--- config.mk ---
export PLATFORM = sky130hd
export DESIGN_NAME = cnpp_ctrl
export DESIGN_NICKNAME = d
export VERILOG_FILES = /design/src/rtl/core/cnpp_pkg.sv /design/src/rtl/core/cnpp_ctrl.sv
export SDC_FILE = /design/constraint.sdc
export NUM_CORES = 1
export LEC_CHECK = 0
export BUFFER_PORTS_ARGS = -buffer_cell sky130_fd_sc_hd__buf_2
export CAP_MARGIN = 20
export CORE_AREA = 2 2 39 41
export CTS_BUF_LIST = sky130_fd_sc_hd__clkbuf_16
export DETAILED_ROUTE_END_ITERATION = 8
export DIE_AREA = 0 0 41 43
export SLEW_MARGIN = 20
export SYNTH_ARGS = -nofsm -noshare
export SYNTH_HDL_FRONTEND = slang
export SYNTH_SLANG_ARGS = --single-unit
--- constraint.sdc ---
create_clock -name clk -period 1.5 [get_ports clk]
set_input_delay 0.375 -clock clk [delete_from_list [all_inputs] [get_ports clk]]
set_output_delay 0.375 -clock clk [all_outputs]
set_load 0.01 [all_outputs]
--- src/rtl/core/cnpp_pkg.sv ---
`timescale 1ns / 1ps

package cnpp_pkg;

	// screen geometry
	localparam int SCREEN_SIDE = 128;
	localparam int STORE_DEPTH = SCREEN_SIDE * SCREEN_SIDE;
	localparam int SIDE_W      = $clog2(SCREEN_SIDE);
	localparam int ADDR_W      = $clog2(STORE_DEPTH);

	// field widths
	localparam int OP_W    = 2;
	localparam int COORD_W = 9;
	localparam int CAM_W   = 8;
	localparam int CLIP_W  = 8;
	localparam int COLOR_W = 4;
	localparam int MASK_W  = 1 << COLOR_W;
	localparam int CFG_IDX_W  = 3;
	localparam int CFG_DATA_W = MASK_W;

	// wide enough for coordinate plus camera, and for the clip edge sums
	localparam int EXT_W = COORD_W + 2;

	// reset values of the clip size registers
	localparam logic [CLIP_W-1:0] CLIP_SIZE_RST = CLIP_W'(128);

	typedef enum logic [OP_W-1:0] {
		OP_WRITE = 2'd0,
		OP_READ  = 2'd1,
		OP_CLEAR = 2'd2,
		OP_NONE  = 2'd3
	} op_t;

	// configuration register indexes
	localparam logic [CFG_IDX_W-1:0] REG_CAMERA_X   = 3'd0;
	localparam logic [CFG_IDX_W-1:0] REG_CAMERA_Y   = 3'd1;
	localparam logic [CFG_IDX_W-1:0] REG_CLIP_LEFT  = 3'd2;
	localparam logic [CFG_IDX_W-1:0] REG_CLIP_TOP   = 3'd3;
	localparam logic [CFG_IDX_W-1:0] REG_CLIP_W     = 3'd4;
	localparam logic [CFG_IDX_W-1:0] REG_CLIP_H     = 3'd5;
	localparam logic [CFG_IDX_W-1:0] REG_TRANS_MASK = 3'd6;

	typedef enum logic [2:0] {
		ST_INIT,
		ST_IDLE,
		ST_EXEC,
		ST_FILL,
		ST_OUT
	} state_t;

	// controller to datapath
	typedef struct packed {
		logic capture;
		logic exec;
		logic fill_wr;
		logic fill_zero;
	} ctrl_cmd_t;

	// datapath to controller
	typedef struct packed {
		logic is_clear;
		logic fill_last;
	} dp_status_t;

endpackage

--- src/rtl/core/cnpp_ctrl.sv ---
`timescale 1ns / 1ps

module cnpp_ctrl (
	input  logic                  clk,
	input  logic                  arst_n,
	input  logic                  in_valid,
	output logic                  in_stall,
	output logic                  out_valid,
	input  logic                  out_stall,
	input  cnpp_pkg::dp_status_t  status,
	output cnpp_pkg::ctrl_cmd_t   cmd
);

	cnpp_pkg::state_t state_q;
	cnpp_pkg::state_t state_nxt;

	always_ff @(posedge clk or negedge arst_n) begin
		if (!arst_n) begin
			state_q <= cnpp_pkg::ST_INIT;
		end else begin
			state_q <= state_nxt;
		end
	end

	always_comb begin
		state_nxt = state_q;
		unique case (state_q)
			cnpp_pkg::ST_INIT: begin
				if (status.fill_last) state_nxt = cnpp_pkg::ST_IDLE;
			end
			cnpp_pkg::ST_IDLE: begin
				if (in_valid) state_nxt = cnpp_pkg::ST_EXEC;
			end
			cnpp_pkg::ST_EXEC: begin
				state_nxt = status.is_clear ? cnpp_pkg::ST_FILL : cnpp_pkg::ST_OUT;
			end
			cnpp_pkg::ST_FILL: begin
				if (status.fill_last) state_nxt = cnpp_pkg::ST_OUT;
			end
			cnpp_pkg::ST_OUT: begin
				if (!out_stall) state_nxt = cnpp_pkg::ST_IDLE;
			end
			default: state_nxt = cnpp_pkg::ST_IDLE;
		endcase
	end

	always_comb begin
		in_stall      = 1'b1;
		out_valid     = 1'b0;
		cmd.capture   = 1'b0;
		cmd.exec      = 1'b0;
		cmd.fill_wr   = 1'b0;
		cmd.fill_zero = 1'b0;
		unique case (state_q)
			cnpp_pkg::ST_INIT: begin
				cmd.fill_wr   = 1'b1;
				cmd.fill_zero = 1'b1;
			end
			cnpp_pkg::ST_IDLE: begin
				in_stall    = 1'b0;
				cmd.capture = in_valid;
			end
			cnpp_pkg::ST_EXEC: begin
				cmd.exec = 1'b1;
			end
			cnpp_pkg::ST_FILL: begin
				cmd.fill_wr = 1'b1;
			end
			cnpp_pkg::ST_OUT: begin
				out_valid = 1'b1;
			end
			default: begin
				in_stall = 1'b1;
			end
		endcase
	end

endmodule

Yosys cells after proc, flatten, opt, wreduce, memory -nomap -nowiden
Cells that the tools add are included.
{"block": "op_classes", "add_sub_neg": 0, "n_mul": 0, "div": 0, "n_lt_le_gt_ge": 0, "n_eq_ne": 8, "n_shift": 0, "mux": 12, "bitwise": 0, "reduce_logical": 3}
{"op": "$mux 3", "count": 5}
{"op": "$pmux 3 s5", "count": 1}
{"op": "$ne 2x2->1 const B", "count": 4}
{"op": "$eq 3x2->1 const B", "count": 2}
{"op": "$mux 1", "count": 6}
{"op": "$reduce_and 4->1", "count": 1}
{"op": "$eq 3x1->1 const B", "count": 1}
{"op": "$eq 3x3->1 const B", "count": 1}
{"op": "$logic_not 3->1", "count": 1}
{"op": "$reduce_or 2->1", "count": 1}
{"block": "word_totals", "register_bits": 3, "latch_bits": 0, "mem_bits_rw": 0, "mem_bits_ro": 0, "output_inout_bits": 6, "wordCells": 24, "n_memories": 0}

Longest topological paths before layout
{"block": "depth", "ltp_word": 3, "mapped_depth": 4}

Worst setup path after synthesis
OpenSTA, ideal clock, no wires.
{"block": "synth_timing", "kind": "reg-to-output", "from": "register state_q[1]", "to": "output port cmd[3] (netlist bit)", "arrival_time_ns": 0.892, "required_time_ns": 1.125, "slack_ns": 0.233, "path_stages_with_launch": 4, "n_path_buf": 1, "cell_sequence": "dfrtp_1 > buf_8 > nor2_1 > and3_1"}
{"element": "start: declaration", "line_no": "cnpp_ctrl.sv:14", "rtl": "cnpp_pkg::state_t state_q;"}
{"element": "start signal: assignment", "line_no": "cnpp_ctrl.sv:19", "rtl": "state_q <= cnpp_pkg::ST_INIT;"}
{"element": "start signal: assignment", "line_no": "cnpp_ctrl.sv:21", "rtl": "state_q <= state_nxt;"}
{"element": "end: declaration", "line_no": "cnpp_ctrl.sv:11", "rtl": "output cnpp_pkg::ctrl_cmd_t cmd"}

==> impl_metrics.tcl <==
set metrics [dict create \
    fill_cells 151 \
    first_global_vias 240 \
    vias_per_cell 4.10 \
    setup.worst_path.end_class "primary output" \
    leakage_uw 0.000213 \
    max-cap-violations 0 \
    numCtsBuffers 3 \
    pwr-share-clk_pct 36.6 \
    track_usage_pct 9.05 \
    r2r_cells 4 \
    path_class "reg2out" \
    fin_ws_ps 45.9 \
    die_width_um 41 \
    routed_wl_um 619 \
    htreeDepth 1 \
    relSlewSlack_pct 86.1 \
    rsz0062_at_grt "true" \
    synth_seq_area_share_pct 30.5 \
    fin_total_pwr_uw 1130 \
    clockRootBuffer "clkbuf_16" \
    post-route-drc-count 0 \
    dp_cells 52 \
    setup_viol 0 \
    status "finished clean" \
    ctsLongestPathBuffers 2 \
    pre_cts_ws_ps 120 \
    worst_pin_slew_ps 206 \
    largest_register_ffs 3 \
    drive_above_1_share_pct 56.8 \
    grt_antenna_before_repair 0 \
    yosysWarnings 0 \
    utilization_pct 30.5 \
    grt_max_degree 13 \
    pwr_density_cell_mw_per_mm2 2670 \
    finalHoldViolCount 0 \
    drv_slew 0 \
    swShare_pct 34.7 \
    dp_hpwl_um 428 \
    max_freq_ghz 0.688 \
    areaGrowthSynthToFinish_pct 71.1 \
    critPathLaunchType "register" \
    syn-mean-instance-area_um2 9.13 \
    io_pins 12 \
    row_count 14 \
    fin_crit_sh_pct 96.9 \
    portBuffers 11 \
    netlist_area_um2 246 \
    crit_fanout 8 \
    ant_nets 0 \
    finClkSkew_ps 1.02 \
    layout.nets 51 \
    p_comb_share_pct 43.5 \
    drt-wirelength-per-cell_um 10.3 \
    gp_congestion 0.636 \
    grt_pass1_wl_um 993 \
    vias 246 \
    hold_path.class "in2async" \
    syn_inst 27 \
    placed_area_um2 299 \
    clk_latency_ps 220 \
    core_mm2 0.00138 \
    r2r_start "state_q[1]" \
    synth_cell_types 18 \
    reg2reg_to "state_q[0]" \
    required_ps 1120 \
    p_int_uw 736 \
    ir_worst_vdd_mv 0.722 \
    drt_iter0_markers 3 \
    stdcell_count 60 \
    largest-register "state_q" \
    syn_nets 33 \
    insertedDiodeCount 0 \
    cts_tree "yes" \
    start_util_pct 17.8 \
    largest_registers "state_q (3)" \
    switchingPower_uw 391 \
    drt_first_pass_iters 2 \
    die-height_um 43 \
    dieArea_mm2 0.00176 \
    clk_pin_slew_worst_paths_ps 30 \
    fin_crit_ps 1450 \
    clkSinkCount 3 \
    crit_arrival_ps 1080 \
    seqPwrFrac_pct 19.9 \
    synth-seq-cells 3 \
    grt_overflow 0 \
    r2r_slack_ps 140 \
    fin_area_um2 422 \
]
[placed cells by master (no fill, tap or decap), types with 2 or more instances in the layout]
cell type  count
inv_1          2
buf_2         11
and3_1         2
buf_4          3
dfrtp_2        3
clkbuf_16      3
mux2i_1        2
nand2_1        2
a21oi_1        2
nor3_1         2
[through the flow]
stage | TNS (ps) | hold WS (ps)
CTS | 0 | 492
global route | -28.5 | 498
finish | 0 | 483
global placement | 0 | 172
detailed placement | 0 | 173
floorplan | 0 | 79.4
[power groups by stage]
stage	logic [uW]	clock network, uW	registers (uW)
final	490	413	224
after detailed placement	392	0	227
after global routing	561	432	239
after CTS	408	423	249
after floorplan	379	0	158
after global placement	387	0	224
[cell usage after synthesis]
cell	n	area share (%)
dfrtp_1	3	30
a21oi_1	2	4.1
and3_1	2	5.1
inv_1	2	3.0
mux2i_1	2	8.1
nand2_1	2	3.0
nor2_1	2	3.0
nor3_1	2	4.1
a211oi_1	1	3.0
a211oi_2	1	5.1
a31o_2	1	3.6
and4bb_1	1	5.1
and4bb_2	1	5.1
buf_4	1	3.0
buf_8	1	6.1
nand2b_1	1	2.5
o21ai_0	1	2.0
xor2_1	1	3.6
[critical path, stage by stage (launching register included)]
cell,delay (ps)
dfrtp_2,460
nor2_4,130
and3_1,150
buf_2,120
[worst max-delay path by stage]
stage                     from      to  slack [ps]  cells after the start
finish              state_q[2]  cmd[3]          50                      3
global placement    state_q[1]  cmd[3]         160                      3
detailed placement  state_q[1]  cmd[3]         120                      3
floorplan           state_q[1]  cmd[3]         230                      3
CTS                 state_q[1]  cmd[3]        0.06                      3
global route        state_q[1]  cmd[3]         -20                      3
[cell type report]
cell class | count | area (um^2) | share of cell area (%)
clock buffers | 3 | 75.1 | 17.8
clock inverters | 1 | 3.75 | 0.890
inverters | 2 | 7.51 | 1.78
multi-input cells | 20 | 149 | 35.3
flip-flops and latches | 3 | 78.8 | 18.7
well taps | 16 | 20.0 | 4.75
repair buffers | 15 | 87.6 | 20.8
[metal layers]
metal | routed length [um] | GRT usage (%)
met1 | 273 | 11.0
met2 | 307 | 10.9
met5 | 0 | 0
met3 | 38 | 3.14
met4 | 0 | 10.0
[cell families (layout without fill, tap and decap cells)]
logic type      after synthesis  after routing  synth area share [%]
buf+inv                       4             21                  12.2
xor+xnor                      1              1                  3.55
mux                           2              2                  8.12
compound gates                6              6                  17.8
simple gates                 11             11                  27.9
flops                         3              3                  30.5
[repair_timing]
| action | 4_1_cts | 5_1_grt |
|---|---|---|
| gates cloned | 0 | 0 |
| setup endpoints to repair | 5 | 4 |
| resized for setup | 5 | 1 |
| buffers inserted | 0 | 3 |
| pin swaps | 0 | 2 |
| hold buffers | 1 | 0 |
| hold endpoints to repair | 3 | 0 |
(Power assumes the default switching activity.)
